==> config.mk <==
export PLATFORM = sky130hd
export DESIGN_NAME = ascending_value_sorter
export DESIGN_NICKNAME = d
export VERILOG_FILES = /design/src/rtl/avs_pkg.sv /design/src/rtl/avs_front.sv /design/src/rtl/avs_queue.sv /design/src/rtl/avs_back.sv /design/src/rtl/ascending_value_sorter.sv
export SDC_FILE = /design/constraint.sdc
export NUM_CORES = 2
export LEC_CHECK = 0
export BUFFER_PORTS_ARGS = -buffer_cell sky130_fd_sc_hd__buf_2
export CAP_MARGIN = 30
export CORE_ASPECT_RATIO = 1.5
export CORE_MARGIN = 5
export CORE_UTILIZATION = 35
export DETAILED_ROUTE_END_ITERATION = 7
export GPL_TIMING_DRIVEN = 0
export SYNTH_ARGS = -nofsm -noshare
export SYNTH_HDL_FRONTEND = slang
export SYNTH_HIERARCHICAL = 1
export SYNTH_SLANG_ARGS = --single-unit
==> constraint.sdc <==
create_clock -name clk -period 10.6 [get_ports clk]
set_input_delay 2.12 -clock clk [delete_from_list [all_inputs] [get_ports clk]]
set_output_delay 2.12 -clock clk [all_outputs]
set_load 0.03 [all_outputs]
==> src/rtl/avs_pkg.sv <==
`timescale 1ns / 1ps
// ----------------------------------------------------------------------------
// avs_pkg: shared constants and types of the ascending value sorter
// Store depth, count widths, queue depth and the word passed from the front
// end to the sorting back end.
// ----------------------------------------------------------------------------
package avs_pkg;

  // Store capacity of one set (range 2 to 64)
  localparam int MAX_ITEMS = 16;
  // Width of a fill count that can hold MAX_ITEMS itself
  localparam int CNT_W = $clog2(MAX_ITEMS + 1);

  // Width of the data path
  localparam int VAL_W = 32;

  // Decoupling queue between front and back
  localparam int QUEUE_DEPTH = 4;
  localparam int QPTR_W = $clog2(QUEUE_DEPTH);
  localparam int QCNT_W = $clog2(QUEUE_DEPTH + 1);

  // Classified word handed from the front end to the back end
  typedef struct packed {
    logic signed [VAL_W-1:0] value;
    logic                    keep;   // value goes into the store
    logic                    last;   // closes the set, start the run
    logic                    drop;   // some value of this set was discarded
  } word_t;

endpackage

==> src/rtl/avs_front.sv <==
`timescale 1ns / 1ps
// ----------------------------------------------------------------------------
// avs_front: input classifier
// Counts the values of the current set, marks each word as kept or dropped
// against the store capacity and tracks whether the set overflowed.
// ----------------------------------------------------------------------------
module avs_front
  import avs_pkg::*;
(
  input  logic                    clk,
  input  logic                    rst,
  input  logic                    item_valid,
  output logic                    item_stall,
  input  logic signed [VAL_W-1:0] item_value,
  input  logic                    item_last,
  input  logic                    q_full,
  output logic                    push,
  output word_t                   push_word
);

  logic [CNT_W-1:0] count;
  logic [CNT_W-1:0] count_next;
  logic             overflow;
  logic             overflow_next;
  logic             keep;

  // Hold the source while the queue is full
  assign item_stall = q_full;
  assign push       = item_valid && !q_full;

  // Classify against the capacity of the store
  assign keep = (count < CNT_W'(MAX_ITEMS));

  always_comb begin
    push_word.value = item_value;
    push_word.keep  = keep;
    push_word.last  = item_last;
    push_word.drop  = overflow || !keep;
  end

  // Advance the set count, restart it after the last word
  always_comb begin
    count_next    = count;
    overflow_next = overflow;
    if (push) begin
      if (item_last) begin
        count_next    = '0;
        overflow_next = 1'b0;
      end else begin
        if (keep) begin
          count_next = count + CNT_W'(1);
        end
        overflow_next = overflow || !keep;
      end
    end
  end

  always_ff @(posedge clk) begin
    if (rst) begin
      count    <= '0;
      overflow <= 1'b0;
    end else begin
      count    <= count_next;
      overflow <= overflow_next;
    end
  end

endmodule

==> src/rtl/avs_queue.sv <==
`timescale 1ns / 1ps
// ----------------------------------------------------------------------------
// avs_queue: short word queue
// Decouples the classifier from the sorting cells so that each side can
// stall on its own.
// ----------------------------------------------------------------------------
module avs_queue
  import avs_pkg::*;
(
  input  logic  clk,
  input  logic  rst,
  input  logic  push,
  input  word_t push_word,
  output logic  full,
  input  logic  pop,
  output word_t pop_word,
  output logic  not_empty
);

  word_t             slots [QUEUE_DEPTH];
  logic [QPTR_W-1:0] wr_ptr;
  logic [QPTR_W-1:0] rd_ptr;
  logic [QCNT_W-1:0] used;

  assign full      = (used == QCNT_W'(QUEUE_DEPTH));
  assign not_empty = (used != '0);
  assign pop_word  = slots[rd_ptr];

  // Write the slot at the tail
  always_ff @(posedge clk) begin
    if (push) begin
      slots[wr_ptr] <= push_word;
    end
  end

  // Advance pointers and occupancy
  always_ff @(posedge clk) begin
    if (rst) begin
      wr_ptr <= '0;
      rd_ptr <= '0;
      used   <= '0;
    end else begin
      if (push) begin
        wr_ptr <= (wr_ptr == QPTR_W'(QUEUE_DEPTH - 1)) ? '0 : wr_ptr + QPTR_W'(1);
      end
      if (pop) begin
        rd_ptr <= (rd_ptr == QPTR_W'(QUEUE_DEPTH - 1)) ? '0 : rd_ptr + QPTR_W'(1);
      end
      case ({push, pop})
        2'b10:   used <= used + QCNT_W'(1);
        2'b01:   used <= used - QCNT_W'(1);
        default: used <= used;
      endcase
    end
  end

endmodule

==> src/rtl/avs_back.sv <==
`timescale 1ns / 1ps
// ----------------------------------------------------------------------------
// avs_back: sorting cell chain and result output
// A row of compare-and-hold cells keeps the stored values in ascending order
// as they arrive; at the end of a set the row shifts out from its low end
// into the output register.
// ----------------------------------------------------------------------------
module avs_back
  import avs_pkg::*;
(
  input  logic                    clk,
  input  logic                    rst,
  input  logic                    q_valid,
  input  word_t                   q_word,
  output logic                    pop,
  output logic                    sorted_valid,
  input  logic                    sorted_stall,
  output logic signed [VAL_W-1:0] sorted_value,
  output logic                    sorted_last,
  output logic                    dropped_flag
);

  typedef enum logic {
    LOAD,
    EMIT
  } state_t;

  state_t                  state;
  logic [CNT_W-1:0]        fill;
  logic                    drop_hold;
  logic signed [VAL_W-1:0] cells      [MAX_ITEMS];
  logic signed [VAL_W-1:0] ins_next   [MAX_ITEMS];
  logic signed [VAL_W-1:0] shift_next [MAX_ITEMS];
  logic [MAX_ITEMS-1:0]    above;
  logic                    take;
  logic                    out_taken;

  // Pop only while loading a set
  assign pop       = (state == LOAD) && q_valid;
  assign out_taken = sorted_valid && !sorted_stall;
  assign take      = (state == EMIT) && (!sorted_valid || !sorted_stall);

  // Each cell compares the incoming value with what it holds
  for (genvar i = 0; i < MAX_ITEMS; i++) begin : g_cell
    assign above[i] = (CNT_W'(i) >= fill) || (q_word.value < cells[i]);

    if (i == 0) begin : g_head
      assign ins_next[i] = above[i] ? q_word.value : cells[i];
    end else begin : g_body
      assign ins_next[i] = above[i] ? (above[i-1] ? cells[i-1] : q_word.value)
                                    : cells[i];
    end

    if (i == MAX_ITEMS - 1) begin : g_tail
      assign shift_next[i] = cells[i];
    end else begin : g_mid
      assign shift_next[i] = cells[i+1];
    end
  end

  // Sequence load and emit, hold the output register
  always_ff @(posedge clk) begin
    if (rst) begin
      state        <= LOAD;
      fill         <= '0;
      drop_hold    <= 1'b0;
      sorted_valid <= 1'b0;
    end else begin
      unique case (state)
        LOAD: begin
          if (out_taken) begin
            sorted_valid <= 1'b0;
          end
          if (pop) begin
            if (q_word.keep) begin
              cells <= ins_next;
              fill  <= fill + CNT_W'(1);
            end
            if (q_word.last) begin
              drop_hold <= q_word.drop;
              state     <= EMIT;
            end
          end
        end
        EMIT: begin
          if (take) begin
            sorted_valid <= 1'b1;
            sorted_value <= cells[0];
            sorted_last  <= (fill == CNT_W'(1));
            dropped_flag <= drop_hold;
            cells        <= shift_next;
            fill         <= fill - CNT_W'(1);
            if (fill == CNT_W'(1)) begin
              state <= LOAD;
            end
          end
        end
        default: state <= LOAD;
      endcase
    end
  end

endmodule

==> src/rtl/ascending_value_sorter.sv <==
`timescale 1ns / 1ps
// ----------------------------------------------------------------------------
// ascending_value_sorter: top level of the ascending value sorter
// Collects a set of signed values and returns them in ascending order, with
// the greatest flagged as last and an overflow flag on every result.
// ----------------------------------------------------------------------------
//  channel | direction | handshake                   | word
//  --------+-----------+-----------------------------+-----------------------
//  item    | in        | item_valid / item_stall     | item_value, item_last
//  sorted  | out       | sorted_valid / sorted_stall | sorted_value,
//          |           |                             | sorted_last, dropped_flag
//
//  Loading: one word per cycle, while the queue is not full, into a 4-word
//  queue; the cell row inserts one queued word per cycle while loading a set.
//  A set of n stored values (1 <= n <= MAX_ITEMS) drains through the single
//  output register; meanwhile the queue takes up to 4 more words, then the
//  input stalls until the drain ends.
//  Reset clears counts and flags only; the store needs no clearing pass.
//  A stall on the output holds the cell row; a full queue stalls the input.
// ----------------------------------------------------------------------------
module ascending_value_sorter
  import avs_pkg::*;
(
  input  logic                    clk,
  input  logic                    rst,
  input  logic                    item_valid,
  output logic                    item_stall,
  input  logic signed [VAL_W-1:0] item_value,
  input  logic                    item_last,
  output logic                    sorted_valid,
  input  logic                    sorted_stall,
  output logic signed [VAL_W-1:0] sorted_value,
  output logic                    sorted_last,
  output logic                    dropped_flag
);

  logic  push;
  word_t push_word;
  logic  q_full;
  logic  pop;
  word_t pop_word;
  logic  q_valid;

  avs_front u_front (
    .clk        (clk),
    .rst        (rst),
    .item_valid (item_valid),
    .item_stall (item_stall),
    .item_value (item_value),
    .item_last  (item_last),
    .q_full     (q_full),
    .push       (push),
    .push_word  (push_word)
  );

  avs_queue u_queue (
    .clk       (clk),
    .rst       (rst),
    .push      (push),
    .push_word (push_word),
    .full      (q_full),
    .pop       (pop),
    .pop_word  (pop_word),
    .not_empty (q_valid)
  );

  avs_back u_back (
    .clk          (clk),
    .rst          (rst),
    .q_valid      (q_valid),
    .q_word       (pop_word),
    .pop          (pop),
    .sorted_valid (sorted_valid),
    .sorted_stall (sorted_stall),
    .sorted_value (sorted_value),
    .sorted_last  (sorted_last),
    .dropped_flag (dropped_flag)
  );

endmodule

# ---- After elaboration in Yosys (flattened, before gate mapping)
# Memories as Yosys holds them, arrays and structs flattened. A register that Yosys moved wholly into a read port is not among the register bits.
# Cells that the tools add are included.
dict set report word_totals {
  rom_bits 0
  ram_bits 140
  word_cells 204
  out_inout_bits 36
  register_bits 567
  latch_bits 0
  memories 1
}
# name words word_bits rd rd_ports_with_merged_regs wr line_no
set mem_list {}
lappend mem_list {u_queue.slots 4 35 1 1 1 avs_queue.sv:20} ;# word_t slots [QUEUE_DEPTH];
dict set report op_classes {
  n_addsub 7
  bitwise 2
  n_reduce_logical 50
  n_mux 57
  div_mod_pow 0
  mul 0
  eq_ne 26
  shift 0
  magnitude_cmp 33
}
# op count
set ops {}
lappend ops {{$mux 512} 3}
lappend ops {{$pmux 512 s2} 1}
lappend ops {{$mux 32} 31}
lappend ops {{$lt 32x32->1} 16}
lappend ops {{$reduce_and 5->1} 16}
lappend ops {{$ge 4x5->1 const A} 8}
lappend ops {{$ne 2x1->1 const B} 17}
lappend ops {{$mux 5} 5}
lappend ops {{$ge 3x5->1 const A} 4}
lappend ops {{$logic_or 1x1->1} 18}
lappend ops {{$add 5x1->5 const B} 2}
lappend ops {{$ge 1x5->1 const A} 2}
lappend ops {{$ge 2x5->1 const A} 2}
lappend ops {{$pmux 5 s2} 1}
lappend ops {{$mux 1} 9}
lappend ops {{$reduce_and 3->1} 3}
lappend ops {{$mux 2} 4}
lappend ops {{$eq 2x2->1 const B} 3}
lappend ops {{$ne 2x2->1 const B} 3}
lappend ops {{$pmux 3 s2} 1}
lappend ops {{$eq 5x1->1 const B} 1}
lappend ops {{$lt 5x5->1 const B} 1}
lappend ops {{$sub 5x1->5 const B} 1}
lappend ops {{$add 2x1->2 const B} 2}
lappend ops {{11 further kinds} 21}

# ---- Depth between registers and ports, before layout
dict set report depth {
  depth_word 7
  ltp_mapped 15
  mapped_depth_nobuf 11
}

# ---- Hierarchy
# Netlist, hierarchy kept.
# module cells_each area_per_inst_um2 seq_area_each_um2 instances
set by_module_without_submodules {}
lappend by_module_without_submodules {avs_back 3904 38903.6 16555.9 1}
lappend by_module_without_submodules {avs_queue 231 5551.6 4384.2 1}
lappend by_module_without_submodules {avs_front 68 563.0 120.1 1}

# ---- Worst setup path before layout
# No wires, ideal clock.
dict set report synth_path {
  path_type {flip-flop to flip-flop}
  start {register with a tool-made name}
  end {register u_back/cells[64] (netlist bit) (enable)}
  synth_period_minus_slack_ps 6018
  setup_ps 470
  n_path_buf 2
  t_arrival_ps 5547
  stages_incl_launch_ff 12
  setup_slack_ps 4582
  cell_sequence {dfxtp_1 > buf_6 > mux4_1 > ha_1 > a21o_1 > a211o_1 > a2111oi_0 > o211ai_1 > nand4_1 > a31oi_2 > buf_6 > a21boi_0}
}
# item line_no
set synth_rtl {}
lappend synth_rtl {{end signal: assignment} avs_back.sv:76} ;# cells <= ins_next;
lappend synth_rtl {{end signal: assignment} avs_back.sv:91} ;# cells <= shift_next;
lappend synth_rtl {{end: declaration} avs_back.sv:31} ;# logic signed [VAL_W-1:0] cells [MAX_ITEMS];

==> impl_metrics.tcl <==
set metrics [dict create \
    cp_slowest_cell "o21a_2" \
    grt_overflow_total 0 \
    rsz0062_at_grt "false" \
    arrival_ps 6390 \
    crit_path_frequent_cell "buf_2" \
    worst_pin_slew_ps 1070 \
    cts_tree "done" \
    synth_nets 4749 \
    cts_buffer_depth 3 \
    report.final.setup_viol 0 \
    critPathTopFamily "compound AO/OA/AOI/OAI gates" \
    die_y_microns 449 \
    vias 35500 \
    diodes 0 \
    wirelength_mm 150 \
    ys_warn_count 6 \
    cts.clk_slew.worst_paths_ps 60 \
    crit_type "reg2reg" \
    synth_ff_type "edfxtp_1" \
    io_pins 73 \
    min_period_ps 6120 \
    antenna_found_initial 1 \
    die-area_sq_um 136000 \
    dp_hpwl_mm 122 \
    grt_first_pass_wirelength_mm 220 \
    wl_per_cell_microns 24.5 \
    syn-cell-area_sq_um 45000 \
    fin_crit_sh_pct 57.7 \
    ys_seq_elements 709 \
    drive_gt1_share_pct 8.06 \
    cp.required_ps 10870 \
    fmax_ghz 0.163 \
    clock_skew_ps 18.7 \
    chipWidth_microns 303 \
    ys_seq_area_share_pct 46.8 \
    htree_levels 3 \
    slew_violations 0 \
    async_reset_ff_share_pct 0 \
    drc 0 \
    rows 161 \
    crit_path_max_incr_delay_ps 770 \
    path_depth 13 \
    gp_congestion 0.983 \
    clk_latency_ps 660 \
    final-hold-violation-count 0 \
    fin_tns_setup_ps 0 \
    cts-root-buf "clkbuf_16" \
    grt_max_degree 33 \
    netlist_instances 4203 \
    firstDrtPassIters 5 \
    drt_iter0_markers 2447 \
    via_per_inst 5.80 \
    worst-path-buf-inv 4 \
    syn_avg_cell_area_sq_um 10.7 \
    final_cell_mix "686 x edfxtp_1, 524 x inv_1, 508 x ha_1" \
    core_area_sq_um 128000 \
    relSlewSlack_pct 28.6 \
    outcome "finished clean" \
    rr_worst_depth 13 \
    fin_nets 4894 \
    synth_edf_count 686 \
    whs_path_depth 0 \
    grt_pass1_vias 36400 \
    synth_cell_types 74 \
    crit_chain "clkbuf_2 > buf_2 > mux4_2 > ha_1 > a21o_1 > a21o_1 > a221oi_1 > o211ai_1 > a21oi_1 > mux2i_1 > buf_2 > buf_2 > o21a_2" \
    cts_setup_buffers 0 \
    cts_sinks 709 \
    hp-class "reg2reg" \
    ctsHoldBuffers 0 \
    cp_max_fo 32 \
    port-buffer-count 40 \
    cts-buffers-inserted 73 \
    start_util_pct 35.1 \
    hp-start "u_back/drop_hold" \
    ant_nets 0 \
    cts_resized 0 \
    grtUsageTotal_pct 21.5 \
    drv_cap 0 \
    end_kind "flop" \
    critical_path.startpoint_type "flop" \
    final_common_cell "edfxtp_1" \
    areaGrowthSynthToFinish_pct 12.1 \
]
[cell usage after synthesis (72+ instances only)]
cell type	count	share of area [%]
clkbuf_1	210	1.8
nand4_1	380	5.3
mux2i_1	72	1.6
nor2_1	77	0.64
edfxtp_1	686	46
o21ai_0	163	1.8
o221ai_1	281	5.5
nand2_1	282	2.4
o21ai_1	114	1.3
a21oi_1	213	2.4
ha_1	508	14
inv_1	524	4.4
[through the flow]
step / instances / hold slack [ps] / utilization, % / setup slack [ps] / area [sq um]
floorplan: 4203 / 408 / - / 4580 / 45000
global placement: 5954 / 450 / 37.0 / 1380 / 47400
detailed placement: 5978 / 435 / 37.3 / 4300 / 47800
CTS: 6112 / 457 / 39.3 / 4270 / 50300
global route: 6118 / 476 / 39.4 / 4390 / 50500
finish: 6118 / 460 / 39.4 / 4480 / 50500
[worst register-to-register path, cell delays in order (launching register included)]
cell and delay (ps):
dfxtp_1 310, clkbuf_2 210, buf_2 390, mux4_2 650, ha_1 450, a21o_1 190, a21o_1 170, a221oi_1 490
o211ai_1 400, a21oi_1 280, mux2i_1 610, buf_2 400, buf_2 390, o21a_2 780
[sequential cells by signal, summed over array words and instances (netlist names), named ones only]
name	flops
u_queue/slots	140
u_back/sorted_valid	1
u_back/state	1
u_front/overflow	1
u_back/drop_hold	1
u_queue/wr_ptr	2
u_back/cells	512
u_back/fill	5
u_queue/used	3
u_back/sorted_last	1
u_queue/rd_ptr	2
u_back/dropped_flag	1
u_back/sorted_value	32
u_front/count	5
[logic make-up (layout without fill, tap and decap cells)]
kind of cell,Yosys count,after routing,synth area share [%]
xor gates and xnor gates,6,6,0.117
buffers and inverters,840,1044,7.87
DFF,709,709,46.8
and+or+nand+nor,983,983,11.5
AOI/OAI and AO/OA,1048,1048,16.1
adders and majority gates,509,509,14.2
muxes,108,108,3.42
[metal layers]
layer	vias to the layer above	wire length, microns	part of all wire (%)	GRT usage (%)
li1	16500	-	-	-
met1	17300	51200	34	21.6
met2	1185	78500	52	39.9
met3	466	6700	4.5	2.30
met4	0	13600	9.0	16.5
met5	-	0	0	0
[final cells by class]
cell class                      count  area, sq um
Tap cell                         1711         2140
Clock inverter                     43          484
Clock buffer                       91         2030
Timing Repair Buffer               70          679
Fill cell                       12700        77700
Sequential cell                   709        21100
Multi-Input combinational cell   2654        20500
Buffer                            315         1570
Inverter                          525         1970
[path summary, 6_finish.rpt]
| kind | to | slack (ps) |
|---|---|---|
| max reg2reg | u_back/cells[37] | 4480 |
| min reg2reg | u_back/dropped_flag | 460 |
| min | u_back/dropped_flag | 460 |
| max | u_back/cells[37] | 4480 |
Power is not shown: default switching activity piles up to over one toggle a cycle in this logic, so the estimate is an artifact.
